[src/cdf53_pkg.sv]
// Shared types, constants and arithmetic helpers of the CDF 5/3 row transform.
`default_nettype none

package cdf53_pkg;

  localparam int SAMPLE_BITS = 16;
  localparam int POS_BITS    = 11;
  localparam int CFG_BITS    = 13;
  localparam logic [CFG_BITS-1:0] ROW_WIDTH_RESET = 13'd4096;

  // Depth of the queue between the front and the back.
  localparam int QDEPTH = 4;
  localparam int QPTR_BITS = $clog2(QDEPTH);
  localparam int QCNT_BITS = $clog2(QDEPTH + 1);

  typedef logic signed [SAMPLE_BITS-1:0] sample_t;

  // What a queued column pair still has to deliver.
  typedef enum logic [1:0] {
    KIND_PAIR       = 2'd0,  // lowpass and highpass inside the row
    KIND_PAIR_END   = 2'd1,  // lowpass and highpass that close an even-width row
    KIND_PAIR_EXTRA = 2'd2   // pair plus a trailing lowpass that closes an odd-width row
  } kind_t;

  typedef struct packed {
    kind_t                kind;
    logic                 row_first;  // first pair of its row: previous highpass is zero
    logic [POS_BITS-1:0]  pos;
    sample_t              even;
    sample_t              odd;
    sample_t              nxt;        // next even sample, also the base of the extra lowpass
  } entry_t;

  // Halve a sample with truncation toward zero.
  function automatic sample_t half_trunc(sample_t s);
    logic [SAMPLE_BITS:0] t;
    t = {s[SAMPLE_BITS-1], s} + {{SAMPLE_BITS{1'b0}}, s[SAMPLE_BITS-1]};
    return sample_t'(t[SAMPLE_BITS:1]);
  endfunction

  // Quarter a sample with truncation toward zero.
  function automatic sample_t quarter_trunc(sample_t s);
    logic [SAMPLE_BITS:0] t;
    t = {s[SAMPLE_BITS-1], s} + (s[SAMPLE_BITS-1] ? (SAMPLE_BITS+1)'(3) : '0);
    return sample_t'({t[SAMPLE_BITS], t[SAMPLE_BITS:2]});
  endfunction

  // Predict step: odd - (even + next_even) / 2, wrapped.
  function automatic sample_t predict(sample_t odd, sample_t even, sample_t nxt);
    sample_t s;
    s = sample_t'(even + nxt);
    return sample_t'(odd - half_trunc(s));
  endfunction

  // Update step: base + (a + b) / 4, wrapped.
  function automatic sample_t update(sample_t base, sample_t a, sample_t b);
    sample_t s;
    s = sample_t'(a + b);
    return sample_t'(base + quarter_trunc(s));
  endfunction

endpackage

`default_nettype wire

[src/cdf53_front.sv]
// Front end: takes samples, tracks the column, and queues each completed column pair.
`default_nettype none

module cdf53_front
  import cdf53_pkg::*;
#(
  parameter int MAX_WIDTH = 4096
) (
  input  wire logic                clk,
  input  wire logic                rst_n,
  input  wire logic                in_tvalid,
  output logic                     in_tready,
  input  wire sample_t             sample,
  input  wire logic                cfg_valid,
  output logic                     cfg_ready,
  input  wire logic [CFG_BITS-1:0] cfg_data,
  input  wire logic                q_full,
  output logic                     q_push,
  output entry_t                   q_entry
);

  localparam int CW = (MAX_WIDTH > 2) ? $clog2(MAX_WIDTH) : 1;

  logic [CFG_BITS-1:0] row_width_r;
  logic [CW-1:0]       cnt_r, cnt_nxt;
  sample_t             held_even_r, held_odd_r;

  logic [31:0] w_eff, c_in, c_eff, k_full;
  logic        accept, is_even, row_end, has_result;

  assign cfg_ready = 1'b1;
  assign in_tready = ~q_full;
  assign accept    = in_tvalid & in_tready;

  always_comb begin
    if (row_width_r < CFG_BITS'(2)) begin
      w_eff = 32'd2;
    end else if (32'(row_width_r) > 32'(MAX_WIDTH)) begin
      w_eff = 32'(MAX_WIDTH);
    end else begin
      w_eff = 32'(row_width_r);
    end
    c_in  = 32'(cnt_r);
    // A width shrunk below the current column starts a fresh row.
    c_eff = (c_in >= w_eff) ? 32'd0 : c_in;
    is_even = ~c_eff[0];
    row_end = (c_eff == w_eff - 32'd1);
    k_full  = is_even ? ((c_eff >> 1) - 32'd1) : (c_eff >> 1);
    has_result = is_even ? (c_eff >= 32'd2) : row_end;
    cnt_nxt = row_end ? '0 : CW'(c_eff + 32'd1);

    q_entry.pos       = k_full[POS_BITS-1:0];
    q_entry.row_first = (k_full == 32'd0);
    q_entry.even      = held_even_r;
    q_entry.odd       = is_even ? held_odd_r : sample;
    q_entry.nxt       = is_even ? sample : held_even_r;
    if (is_even) begin
      q_entry.kind = row_end ? KIND_PAIR_EXTRA : KIND_PAIR;
    end else begin
      q_entry.kind = KIND_PAIR_END;
    end
  end

  assign q_push = accept & has_result;

  always_ff @(posedge clk) begin
    if (!rst_n) begin
      row_width_r <= ROW_WIDTH_RESET;
      cnt_r       <= '0;
      held_even_r <= '0;
      held_odd_r  <= '0;
    end else begin
      if (cfg_valid && cfg_ready) begin
        row_width_r <= cfg_data;
      end
      if (accept) begin
        cnt_r <= cnt_nxt;
        if (is_even) begin
          held_even_r <= sample;
        end else begin
          held_odd_r <= sample;
        end
      end
    end
  end

`ifndef NO_ASSERTIONS
  a_row_end_wraps: assert property (@(posedge clk) disable iff (!rst_n)
    (accept && row_end) |=> (cnt_r == '0))
    else $error("column count did not return to zero after a row end");
`endif

endmodule

`default_nettype wire

[src/cdf53_queue.sv]
// Short queue of column pairs between the front end and the back end.
`default_nettype none

module cdf53_queue
  import cdf53_pkg::*;
(
  input  wire logic   clk,
  input  wire logic   rst_n,
  input  wire logic   push,
  input  wire entry_t push_entry,
  output logic        full,
  input  wire logic   pop,
  output logic        head_valid,
  output entry_t      head
);

  entry_t               mem_r [QDEPTH];
  logic [QPTR_BITS-1:0] wr_ptr_r, rd_ptr_r;
  logic [QCNT_BITS-1:0] count_r;

  assign full       = (count_r == QCNT_BITS'(QDEPTH));
  assign head_valid = (count_r != '0);
  assign head       = mem_r[rd_ptr_r];

  function automatic logic [QPTR_BITS-1:0] bump(logic [QPTR_BITS-1:0] p);
    return (p == QPTR_BITS'(QDEPTH - 1)) ? '0 : QPTR_BITS'(p + 1'b1);
  endfunction

  always_ff @(posedge clk) begin
    if (push) begin
      mem_r[wr_ptr_r] <= push_entry;
    end
  end

  always_ff @(posedge clk) begin
    if (!rst_n) begin
      wr_ptr_r <= '0;
      rd_ptr_r <= '0;
      count_r  <= '0;
    end else begin
      if (push) begin
        wr_ptr_r <= bump(wr_ptr_r);
      end
      if (pop) begin
        rd_ptr_r <= bump(rd_ptr_r);
      end
      if (push && !pop) begin
        count_r <= count_r + 1'b1;
      end else if (pop && !push) begin
        count_r <= count_r - 1'b1;
      end
    end
  end

`ifndef NO_ASSERTIONS
  a_no_overflow: assert property (@(posedge clk) disable iff (!rst_n)
    push |-> (!full || pop))
    else $error("queue written while full");
  a_no_underflow: assert property (@(posedge clk) disable iff (!rst_n)
    pop |-> head_valid)
    else $error("queue read while empty");
`endif

endmodule

`default_nettype wire

[src/cdf53_back.sv]
// Back end: lifts each queued pair, sending one result per cycle unless the output stalls.
`default_nettype none

module cdf53_back
  import cdf53_pkg::*;
(
  input  wire logic         clk,
  input  wire logic         rst_n,
  input  wire logic         q_valid,
  input  wire entry_t       q_head,
  output logic              q_pop,
  output logic              out_tvalid,
  input  wire logic         out_tready,
  output sample_t           coefficient,
  output logic              band,
  output logic [POS_BITS-1:0] position,
  output logic              last_of_run,
  output logic              row_done
);

  typedef enum logic [2:0] {
    PH_LOW   = 3'b001,
    PH_HIGH  = 3'b010,
    PH_EXTRA = 3'b100
  } phase_t;

  phase_t  phase_r;
  logic    busy_r;
  entry_t  ent_r;
  sample_t hp_r, prev_hp_r;

  logic                out_valid_r;
  sample_t             coef_r, coef_nxt;
  logic                band_r, band_nxt;
  logic [POS_BITS-1:0] pos_r, pos_nxt;
  logic                last_r, last_nxt;
  logic                done_r, done_nxt;

  logic    out_free, emit, final_phase, load;
  sample_t up_base, up_a, up_b, prev_sel;

  assign out_free    = ~out_valid_r | out_tready;
  assign emit        = busy_r & out_free;
  assign final_phase = (ent_r.kind == KIND_PAIR_EXTRA) ? (phase_r == PH_EXTRA)
                                                       : (phase_r == PH_HIGH);
  assign load        = q_valid & (~busy_r | (emit & final_phase));
  assign q_pop       = load;
  assign prev_sel    = ent_r.row_first ? '0 : prev_hp_r;

  always_comb begin
    up_base  = ent_r.even;
    up_a     = prev_sel;
    up_b     = hp_r;
    coef_nxt = '0;
    band_nxt = 1'b0;
    pos_nxt  = ent_r.pos;
    last_nxt = 1'b0;
    done_nxt = 1'b0;
    case (phase_r)
      PH_LOW: begin
        coef_nxt = update(up_base, up_a, up_b);
      end
      PH_HIGH: begin
        coef_nxt = hp_r;
        band_nxt = 1'b1;
        last_nxt = (ent_r.kind != KIND_PAIR_EXTRA);
        done_nxt = (ent_r.kind == KIND_PAIR_END);
      end
      PH_EXTRA: begin
        up_base  = ent_r.nxt;
        up_a     = hp_r;
        up_b     = '0;
        coef_nxt = update(up_base, up_a, up_b);
        pos_nxt  = POS_BITS'(ent_r.pos + 1'b1);
        last_nxt = 1'b1;
        done_nxt = 1'b1;
      end
      default: begin
        coef_nxt = '0;
      end
    endcase
  end

  always_ff @(posedge clk) begin
    if (load) begin
      ent_r <= q_head;
      hp_r  <= predict(q_head.odd, q_head.even, q_head.nxt);
    end
    if (emit) begin
      coef_r <= coef_nxt;
      band_r <= band_nxt;
      pos_r  <= pos_nxt;
      last_r <= last_nxt;
      done_r <= done_nxt;
    end
  end

  always_ff @(posedge clk) begin
    if (!rst_n) begin
      busy_r      <= 1'b0;
      phase_r     <= PH_LOW;
      prev_hp_r   <= '0;
      out_valid_r <= 1'b0;
    end else begin
      if (emit) begin
        out_valid_r <= 1'b1;
      end else if (out_tready) begin
        out_valid_r <= 1'b0;
      end
      if (emit && phase_r == PH_HIGH) begin
        prev_hp_r <= hp_r;
      end
      if (load) begin
        busy_r  <= 1'b1;
        phase_r <= PH_LOW;
      end else if (emit && final_phase) begin
        busy_r <= 1'b0;
      end else if (emit) begin
        phase_r <= (phase_r == PH_LOW) ? PH_HIGH : PH_EXTRA;
      end
    end
  end

  assign out_tvalid  = out_valid_r;
  assign coefficient = coef_r;
  assign band        = band_r;
  assign position    = pos_r;
  assign last_of_run = last_r;
  assign row_done    = done_r;

`ifndef NO_ASSERTIONS
  a_done_is_last: assert property (@(posedge clk) disable iff (!rst_n)
    (out_valid_r && done_r) |-> last_r)
    else $error("row end flagged on a result that does not close its sample");
  a_extra_only_odd: assert property (@(posedge clk) disable iff (!rst_n)
    (busy_r && phase_r == PH_EXTRA) |-> (ent_r.kind == KIND_PAIR_EXTRA))
    else $error("extra lowpass phase entered for a pair without one");
`endif

endmodule

`default_nettype wire

[src/cdf53_row_forward_lifting.sv]
// Top level of the forward CDF 5/3 lifting wavelet, horizontal pass over rows.
//
// Samples enter one per transfer on the in_ channel (in_tdata holds one signed
// 16-bit sample) and fill the rows in order; the row width comes from the cfg_
// channel, a 13-bit write that is always ready and is meant to be used while
// the block is idle. Widths below two act as two and widths above MAX_WIDTH act
// as MAX_WIDTH. Every even sample after the first closes a column pair and
// yields a lowpass and then a highpass coefficient; the last sample of a row
// closes the final pair, and for odd widths adds one more lowpass. Each result
// goes out as one transfer on the out_ channel, tagged with band, position,
// tlast on the final result of its sample and a row-done flag on the final
// coefficient of the row.
// Throughput is one sample and one result per cycle when nothing stalls: the front
// end takes a sample every cycle while its four-entry pair queue has room, the
// back end sends one result per cycle while the output is free, and the queue
// absorbs the extra result at the end of an odd row. A pair's first result
// passes the queue, the back end's pair register and the output register after
// the sample that closes the pair. When the receiver stalls, the output register
// holds its result, the queue fills and then in_tready falls. Reset empties the
// queue, clears the column and the held samples and sets the row width to 4096.
`default_nettype none

module cdf53_row_forward_lifting
  import cdf53_pkg::*;
#(
  parameter int MAX_WIDTH = 4096
) (
  input  wire logic        clk,
  input  wire logic        rst_n,
  input  wire logic        in_tvalid,
  output logic             in_tready,
  input  wire logic [15:0] in_tdata,   // [15:0] sample
  output logic             out_tvalid,
  input  wire logic        out_tready,
  output logic [31:0]      out_tdata,  // [15:0] coefficient, [26:16] position, rest zero
  output logic [1:0]       out_tuser,  // [0] band, [1] row_done
  output logic             out_tlast,  // last_of_run
  input  wire logic        cfg_valid,
  output logic             cfg_ready,
  input  wire logic [12:0] cfg_data    // row_width
);

  logic    q_full, q_push, q_pop, q_valid;
  entry_t  push_entry, q_head;
  sample_t coefficient;
  logic    band, last_of_run, row_done;
  logic [POS_BITS-1:0] position;

  // Front end: column tracking and pair classification.
  cdf53_front #(
    .MAX_WIDTH(MAX_WIDTH)
  ) u_front (
    .clk       (clk),
    .rst_n     (rst_n),
    .in_tvalid (in_tvalid),
    .in_tready (in_tready),
    .sample    (sample_t'(in_tdata)),
    .cfg_valid (cfg_valid),
    .cfg_ready (cfg_ready),
    .cfg_data  (cfg_data),
    .q_full    (q_full),
    .q_push    (q_push),
    .q_entry   (push_entry)
  );

  // Queue that lets the two ends stall independently.
  cdf53_queue u_queue (
    .clk        (clk),
    .rst_n      (rst_n),
    .push       (q_push),
    .push_entry (push_entry),
    .full       (q_full),
    .pop        (q_pop),
    .head_valid (q_valid),
    .head       (q_head)
  );

  // Back end: predict and update steps, one result per cycle unless the output stalls.
  cdf53_back u_back (
    .clk         (clk),
    .rst_n       (rst_n),
    .q_valid     (q_valid),
    .q_head      (q_head),
    .q_pop       (q_pop),
    .out_tvalid  (out_tvalid),
    .out_tready  (out_tready),
    .coefficient (coefficient),
    .band        (band),
    .position    (position),
    .last_of_run (last_of_run),
    .row_done    (row_done)
  );

  assign out_tdata = {5'b0, position, coefficient};
  assign out_tuser = {row_done, band};
  assign out_tlast = last_of_run;

endmodule

`default_nettype wire
[config.mk]
export PLATFORM = sky130hd
export DESIGN_NAME = cdf53_row_forward_lifting
export DESIGN_NICKNAME = d
export VERILOG_FILES = /design/src/cdf53_pkg.sv /design/src/cdf53_front.sv /design/src/cdf53_queue.sv /design/src/cdf53_back.sv /design/src/cdf53_row_forward_lifting.sv
export SDC_FILE = /design/constraint.sdc
export NUM_CORES = 1
export LEC_CHECK = 0
export ABC_AREA = 1
export BUFFER_PORTS_ARGS = -buffer_cell sky130_fd_sc_hd__clkbuf_2
export CAP_MARGIN = 20
export CORE_MARGIN = 4
export CORE_UTILIZATION = 30
export CTS_BUF_LIST = sky130_fd_sc_hd__clkbuf_2
export CTS_CLUSTER_DIAMETER = 30
export CTS_CLUSTER_SIZE = 28
export DETAILED_ROUTE_END_ITERATION = 8
export PLACE_DENSITY = 0.51
export SYNTH_ARGS = -nofsm -noshare
export SYNTH_HDL_FRONTEND = slang
export SYNTH_SLANG_ARGS = --single-unit
[constraint.sdc]
create_clock -name clk -period 14.6 [get_ports clk]
set_input_delay 2.92 -clock clk [delete_from_list [all_inputs] [get_ports clk]]
set_output_delay 2.92 -clock clk [all_outputs]
set_load 0.02 [all_outputs]
* Yosys cells after proc, flatten, opt, wreduce, memory -nomap -nowiden
Memory sizes are Yosys's and may differ from the RTL's. A register that Yosys moved wholly into a read port is not among the register bits.
Index checks and enable logic that the tools add are counted.
** Storage, ports and cells
- Memories :: 1
- Logic and storage cells :: 110
- Memory bits (writable) :: 248
- Register bits :: 177
** Memory list
- u_queue.mem_r :: depth 4, bits a word 62, read ports 1, clocked after memory_dff 1, write ports 1, RTL line cdf53_queue.sv:17 : entry_t mem_r [QDEPTH];
** Cells by class
- Equality and inequality tests :: 10
- Add/subtract/negate cells :: 16
- Order comparisons :: 4
- Reductions and logical operators :: 13
- Mux-type cells :: 32
- Bitwise operators :: 12
** Operators by type and width (count)
- $mux 16 :: 3
- $pmux 16 s3 :: 1
- $add 16x3->17 :: 2
- $add 16x15->16 :: 2
- $add 16x16->16 :: 2
- $eq 32x32->1 :: 1
- $ge 32x2->1 const B :: 1
- $logic_not 32->1 :: 1
- $mux 32 :: 1
- $sub 31x1->32 const B :: 1
- $mux 13 :: 2
- $mux 12 :: 2
- $add 16x2->17 :: 1
- $mux 2 :: 8
- $sub 16x16->16 :: 1
- $sub 13x1->14 const B :: 1
- $ge 12x13->1 :: 1
- $gt 13x13->1 const B :: 1
- $lt 13x2->1 const B :: 1
- $add 12x1->12 const B :: 1
- $add 11x1->11 const B :: 1
- $mux 11 :: 1
- $mux 1 :: 9
- $mux 3 :: 3
- 19 further kinds :: 39

* Logic depth before layout (Yosys ltp)
Gate-level depths: netlist (run 1).
- Depth after elaboration :: 12
- Depth in mapped cells :: 36
- Depth with buffers taken out :: 35

* By module
Synthesis (run 1) repeated with hierarchy kept, for this count alone.
** Second synthesis, totals
- Cells, all modules :: 2515
- Area total of the unflattened synthesis :: 23342.4 µm²
** By module, submodules not included
- cdf53_queue :: cells an instance 660, instances 1, seq. area each 7627.3 µm², area each 10236.1 µm²
- cdf53_back :: cells an instance 1128, instances 1, seq. area each 3183.1 µm², area each 8863.5 µm²
- cdf53_front :: cells an instance 719, instances 1, seq. area each 1141.1 µm², area each 4186.5 µm²
- cdf53_row_forward_lifting :: cells an instance 8, instances 1, seq. area each 0.0 µm², area each 56.3 µm²

* Worst setup path before layout (run 1)
No wires, ideal clock.
- Path kind :: input port to flip-flop
- From :: in in_tvalid
- To :: mem u_queue.mem_r[0][0] (netlist bit), enable pin
- Data arrival time :: 6.184 ns
- Path slack :: 7.934 ns
- Stages on the path :: 5
- Buffers on the path :: 1
- Library setup time :: 0.482 ns
- Cells stage by stage :: nand2_1 clkbuf_1 a41oi_1 nand2_4 nor2_1
** Between the ends
- Longest elaborated chain between the ends :: 4
** RTL lines
- start: declaration :: RTL line cdf53_row_forward_lifting.sv:30 : input wire logic in_tvalid,
- $and 1x1->1 :: RTL line cdf53_front.sv:33 : assign accept = in_tvalid & in_tready;
- $and 1x1->1 :: RTL line cdf53_front.sv:64 : assign q_push = accept & has_result;
- $mux 1 :: RTL line cdf53_queue.sv:30 : if (push) begin
- $mux 1 (implied by the code) :: RTL line cdf53_queue.sv:31 : mem_r[wr_ptr_r] <= push_entry;
- end: declaration :: RTL line cdf53_queue.sv:17
Every way passes these cells.

==> flow_metrics.py, run 1 <==
metrics = {
    "sta": {
        "tightestPinTransition_ps": 1044,
        "skew_ps": 166.6,
        "worst_slack_ps": 7938,
        "hold-worst-slack_ps": 457.6,
        "period_minus_slack_ps": 6662,
        "relSlewSlack": 0.3042,
        "setup_viol": 0,
        "fin_crit_sh": 0.4563,
        "slew_viol_final": 0,
        "rsz0062_at_grt": "false",
        "tns_ps": 0,
        "hold_violations": 0,
        "fmax_mhz": 150.1,
    },
    "setup_path": {
        "cp-end-kind": "flip-flop",
        "rr_endpoint": "u_back.hp_r[14]",
        "r2r_slack_ps": 7940,
        "crit_fanout": 83,
        "critPathMostFrequentCell": "nand2_1",
        "cp.required_ps": 15470,
        "setup.worst_path.class": "reg2reg",
        "reg2regPathDepth": 31,
        "critPathLaunchType": "flip-flop",
        "cpPeakStageDelay_ps": 750,
        "cp.arrival_ps": 7530,
        "cp_slowest_cell": "buf_4",
    },
    "clock_network": {
        "cts.sinks": 427,
        "cts_htree_levels": 3,
        "hold_buffers": 0,
        "cts_tree": "yes",
        "cts_made_buffers": 95,
        "cts_repair_resize_count": 0,
        "cts-root-buf": "clkbuf_2",
        "clk_path_buf_depth": 3,
        "clk_pin_slew_ps": 130,
        "post_cts_buffers": 0,
        "worstSkewPairLatency_ps": 1170,
    },
    "floorplan": {
        "die_height_um": 279.4,
        "fp.coreArea_um2": 72960,
        "die_area_um2": 78070,
        "die_w_um": 279.4,
        "rows": 99,
        "start_util": 0.3029,
        "ios": 72,
    },
    "layout": {
        "final_area_um2": 24810,
        "fin_cells": 3507,
        "fin_nets": 2607,
        "layout-drive-gt1-share": 0.1280,
        "area_delta_synth_final_pct": 12.24,
    },
    "logic_synthesis": {
        "ys_ff_latch": 427,
        "synthArstFlopShare": 0,
        "ys.flop_type": "edfxtp_1",
        "syn_inst": 2366,
        "synth_cell_types": 59,
        "ys_warn_count": 0,
        "synth-edff-count": 340,
        "syn_avg_cell_area_um2": 9.341,
        "synth_seq_area_share": 0.5408,
        "syn_area_um2": 22100,
    },
    "global_route": {
        "grt_overflow": 0,
        "grt_pass1_vias": 16120,
        "gr-usage-all-layers": 0.1489,
        "grt_first_pass_wirelength_um": 91780,
        "grt_max_degree": 84,
        "antenna_found_initial": 3,
    },
    "route": {
        "drtIter0Drc": 1039,
        "ant_nets": 0,
        "drc": 0,
        "wl_per_cell_um": 16.85,
        "num_vias": 16820,
        "via_per_inst": 4.796,
        "first_pass_iters": 5,
        "wl_um": 59100,
    },
    "outcome": {
        "status": "finished clean",
    },
    "placement": {
        "gp_congestion": 0.8882,
        "dpl-instance-area_um2": 23450,
        "portBuffers": 65,
        "dpl.hpwl_um": 41470,
        "place_ws_ps": 7944,
        "placed_cells": 3327,
    },
    "worst_hold_path": {
        "hold_class": "reg2reg",
        "hold_depth": 2,
        "min-delay-start": "u_back.prev_hp_r[8]",
        "holdPathEnd": "u_back.prev_hp_r[8]",
    },
    "power_and_ir_drop": {
        "ir_drop_uv": 122.9,
        "power.leakage_nw": 9.989,
        "power.density_nw_per_um2": 244.5,
    },
    "flow_run": {
        "cap_violations": 0,
    },
}
==> cell type report <==
class / count / area (µm²)
timing repair buffer: 82 / 452.9
sequential: 427 / 11960
multi-input combinational: 1605 / 8881
clock inverter: 71 / 819.5
inverter: 254 / 954.7
antenna: 2 / 5.005
fill: 7448 / 48150
tap: 959 / 1200
clock buffer: 107 / 535.5
==> synth_stat cells, types with 4 or more instances <==
| master | count | area share |
|---|---|---|
| nand2_1 | 367 | 0.062 |
| edfxtp_1 | 340 | 0.46 |
| nor2_1 | 323 | 0.055 |
| o21ai_0 | 250 | 0.057 |
| inv_1 | 244 | 0.041 |
| a21oi_1 | 125 | 0.028 |
| ha_1 | 102 | 0.058 |
| nand3_1 | 95 | 0.022 |
| dfxtp_1 | 87 | 0.079 |
| clkbuf_1 | 66 | 0.011 |
| o22ai_1 | 62 | 0.018 |
| xor2_1 | 58 | 0.023 |
| xnor2_1 | 26 | 0.010 |
| a211oi_1 | 22 | 0.0075 |
| nand4_1 | 19 | 0.0054 |
| nor3_1 | 18 | 0.0041 |
| nand2_2 | 16 | 0.0045 |
| nor2_2 | 13 | 0.0037 |
| or2_2 | 11 | 0.0031 |
| o221ai_1 | 9 | 0.0036 |
| buf_4 | 8 | 0.0027 |
| a21oi_2 | 7 | 0.0028 |
| inv_2 | 7 | 0.0012 |
| o211ai_1 | 7 | 0.0024 |
| o21ai_1 | 7 | 0.0016 |
| fa_1 | 6 | 0.0054 |
| nand3b_1 | 5 | 0.0017 |
| o21bai_1 | 5 | 0.0017 |
| buf_1 | 4 | 0.00068 |
| o31ai_1 | 4 | 0.0014 |
==> per-stage QoR <==
stage	utilization	power, mW
2_1_floorplan	-	4.178
3_3_place_gp	0.3213	4.992
3_5_place_dp	0.3213	5.033
4_1_cts	0.3399	6.123
5_1_grt	0.3400	6.632
6_report	0.3400	6.064
==> layout by cell type (no fill, tap or decap), types with 11 or more instances in the layout <==
cell type / n
nand4_1: 19
o21ai_0: 250
nand3_1: 95
or2_2: 11
inv_1: 241
o22ai_1: 62
nand2_2: 16
xnor2_1: 26
clkinv_1: 19
ha_1: 102
nor3_1: 17
a21oi_1: 125
a211oi_1: 22
buf_4: 17
nand2_1: 367
clkinv_2: 17
dfxtp_1: 85
nor2_2: 13
bufinv_16: 16
clkbuf_2: 172
nor2_1: 318
edfxtp_1: 340
xor2_1: 58
==> how the worst max path moves through the flow <==
| stage | start | end | slack, ps | depth (start not counted) |
|---|---|---|---|---|
| floorplan | in_tvalid | u_queue.mem_r[0][0] | 7930 | 5 |
| global placement | flip-flop | u_back.hp_r[14] | 8120 | 31 |
| detailed placement | flip-flop | u_back.hp_r[14] | 7940 | 31 |
| CTS | flip-flop | u_back.hp_r[14] | 7920 | 31 |
| global route | flip-flop | u_back.hp_r[14] | 7180 | 31 |
| finish | flip-flop | u_back.hp_r[14] | 7940 | 31 |
==> layer usage <==
layer,up-vias,track usage,share of wire
li1,8400,-,-
met1,7961,0.2049,0.48
met2,362,0.2406,0.46
met3,95,0.02642,0.042
met4,2,0.04552,0.023
met5,-,0,0.00020
==> cells by family after synthesis <==
logic type,after synthesis,share of synthesized area
AND/OR/NAND/NOR,890,0.1717
XOR/XNOR,84,0.03329
other,2,0.0003398
AO/OA/AOI/OAI,517,0.1308
flip-flops,427,0.5408
adder cells (fa/ha/maj),108,0.06318
buffers and inverters,338,0.05996
==> registers in the layout, indices dropped and copies added (netlist names), 13 cells and up, named ones only <==
name / flops
u_queue.mem_r: 248
u_front.held_even_r: 16
u_back.hp_r: 16
u_back.prev_hp_r: 16
u_back.ent_r: 46
u_front.held_odd_r: 16
u_back.coefficient: 16
u_front.row_width_r: 13
==> critical path, delay by kind of cell (launching register included) <==
| kind | cells | cell delay (ps) |
|---|---|---|
| flip-flops | 1 | 660 |
| buffers and inverters | 1 | 750 |
| adder cells (fa/ha/maj) | 3 | 880 |
| AND/OR/NAND/NOR | 16 | 1760 |
| XOR/XNOR | 3 | 610 |
| AO/OA/AOI/OAI | 8 | 1700 |
==> where the power goes <==
group,total [mW],internal (mW),switching [mW]
clock,1.06,0.521,0.534
sequential,1.94,1.75,0.188
combinational,3.07,1.08,2.00
(Power assumes the default switching activity.)
==> run 2: changes to the inputs <==
--- a/config.mk
+++ b/config.mk
@@ -14,7 +14,7 @@
 export CTS_CLUSTER_DIAMETER = 30
 export CTS_CLUSTER_SIZE = 28
 export DETAILED_ROUTE_END_ITERATION = 8
-export PLACE_DENSITY = 0.51
+export PLACE_DENSITY = 0.53
 export SYNTH_ARGS = -nofsm -noshare
 export SYNTH_HDL_FRONTEND = slang
 export SYNTH_SLANG_ARGS = --single-unit
==> constraint.sdc (replaced) <==
create_clock -name clk -period 5.9 [get_ports clk]
set_input_delay 1.18 -clock clk [delete_from_list [all_inputs] [get_ports clk]]
set_output_delay 1.18 -clock clk [all_outputs]
set_load 0.02 [all_outputs]
==> run 2 against run 1 <==
  * Non-clock buffer count grew 41
  * Clock power grew 150%
  * Power grew to 2.6 times the previous value
  * Critical path type unchanged
  * Largest cell class unchanged
==> flow_metrics.py, run 2 (synthesized netlist as in run 1, its figures left out) <==
metrics = {
    "route": {
        "wl_per_cell_um": 17.60,
        "ant_nets": 0,
        "drtIter0Drc": 1064,
        "drc": 0,
        "first_pass_iters": 6,
        "num_vias": 17090,
        "via_per_inst": 4.800,
        "wl_um": 62690,
    },
    "setup_path": {
        "critPathLaunchType": "flip-flop",
        "r2r_slack_ps": 530,
        "setup.worst_path.class": "reg2reg",
        "cpPeakStageDelay_ps": 450,
        "cp-end-kind": "flip-flop",
        "cp_slowest_cell": "dfxtp_4",
        "crit_fanout": 44,
        "critPathMostFrequentCell": "nand2_1",
        "reg2regPathDepth": 33,
        "cp.required_ps": 6700,
        "cp.arrival_ps": 6170,
    },
    "sta": {
        "hold_violations": 0,
        "slew_viol_final": 0,
        "period_minus_slack_ps": 5368,
        "skew_ps": 144.9,
        "tightestPinTransition_ps": 1016,
        "setup_viol": 0,
        "tns_ps": 0,
        "fmax_mhz": 186.3,
        "fin_crit_sh": 0.9099,
        "worst_slack_ps": 531.7,
        "hold-worst-slack_ps": 295.3,
        "relSlewSlack": 0.3193,
    },
    "floorplan": {
        "fp.coreArea_um2": 72960,
        "die_area_um2": 78070,
        "ios": 72,
        "die_w_um": 279.4,
        "start_util": 0.3029,
        "rows": 99,
        "die_height_um": 279.4,
    },
    "power_and_ir_drop": {
        "power_mw": 15.58,
        "power.leakage_nw": 10.24,
        "ir_drop_uv": 345.5,
        "power.density_nw_per_um2": 615.6,
    },
    "clock_network": {
        "worstSkewPairLatency_ps": 1110,
        "cts_htree_levels": 3,
        "cts.sinks": 427,
        "clk_path_buf_depth": 3,
        "clk_pin_slew_ps": 140,
        "cts_made_buffers": 99,
        "cts_tree": "yes",
        "cts-root-buf": "clkbuf_2",
        "hold_buffers": 0,
    },
    "layout": {
        "layout-drive-gt1-share": 0.1456,
        "fin_nets": 2652,
        "mostFrequentLayoutCell": "nand2_1",
        "fin_cells": 3561,
        "largest_register_ffs": 248,
        "area_delta_synth_final_pct": 14.51,
        "final_area_um2": 25310,
        "reg_top3": "u_queue.mem_r x248, u_back.ent_r x46",
        "largest_register": "u_queue.mem_r",
        "utilization": 0.3469,
        "fill_cells": 7412,
        "layout_common_cells": "367 x nand2_1, 340 x edfxtp_1, 317 x nor2_1, 247 x o21ai_0, 241 x inv_1",
    },
    "placement": {
        "gp_congestion": 0.9038,
        "placed_cells": 3365,
        "portBuffers": 65,
        "place_ws_ps": 284.5,
        "dpl-instance-area_um2": 23880,
        "dpl.hpwl_um": 44800,
    },
    "global_route": {
        "gr-usage-all-layers": 0.1581,
        "grt_max_degree": 60,
        "grt_pass1_vias": 16660,
        "grt_overflow": 0,
        "grt_first_pass_wirelength_um": 96830,
        "antenna_found_initial": 3,
    },
    "worst_hold_path": {
        "hold_depth": 3,
        "hold_class": "in2reg",
    },
    "outcome": {
        "status": "finished clean",
    },
    "flow_run": {
        "cap_violations": 0,
    },
}
-- run 2: changes by cell type in the layout (fill, tap and decap cells not counted), sizes merged --
cell / delta
buf: +41
bufinv: -1
clkbuf: +11
clkinv: -8
clkinvlp: +6
diode: +3
inv: +2
-- run 2: what timing repair did --
action	in CTS	in global routing
endpoints found under the setup margin	0	9
resized for setup	0	5
buffers inserted	0	3
-- run 2: worst max-delay path: cells and delay by family (launching register included) --
family,cells,cell delay (ps)
buf+inv,4,560
flops,1,450
fa+ha+maj,3,880
xor+xnor,3,410
simple gates,14,1590
compound gates,9,1250
-- run 2: area by class of cell --
cell class | instances | area [µm²] | share of cell area
Antenna cell | 5 | 12.51 | 0.0004944
Inverter | 254 | 954.7 | 0.03772
Tap cell | 959 | 1200 | 0.04741
Sequential cell | 427 | 11960 | 0.4725
Clock buffer | 118 | 590.6 | 0.02334
Timing Repair Buffer | 123 | 923.4 | 0.03649
Multi-Input combinational cell | 1605 | 8889 | 0.3512
Clock inverter | 70 | 780.7 | 0.03085
-- run 2: worst paths after layout --
| kind | to | from |
|---|---|---|
| min reg2reg | u_back.prev_hp_r[11] | u_back.prev_hp_r[11] |
| max | u_back.hp_r[14] | flip-flop |
| max reg2reg | u_back.hp_r[14] | flip-flop |
| min | u_front.row_width_r[8] | cfg_data[8] |
-- run 2: power by group --
| part | switching [mW] | internal (mW) | total, mW |
|---|---|---|---|
| combinational | 5.34 | 2.88 | 8.22 |
| sequential | 0.414 | 4.32 | 4.74 |
| clock | 1.34 | 1.28 | 2.62 |
| total | 7.10 | 8.48 | 15.6 |
-- run 2: routing by layer --
| layer | global-route usage | routed length (µm) |
|---|---|---|
| met1 | 0.2170 | 29650 |
| met2 | 0.2593 | 28850 |
| met3 | 0.02434 | 2627 |
| met4 | 0.04746 | 1548 |
| met5 | 0 | 14 |
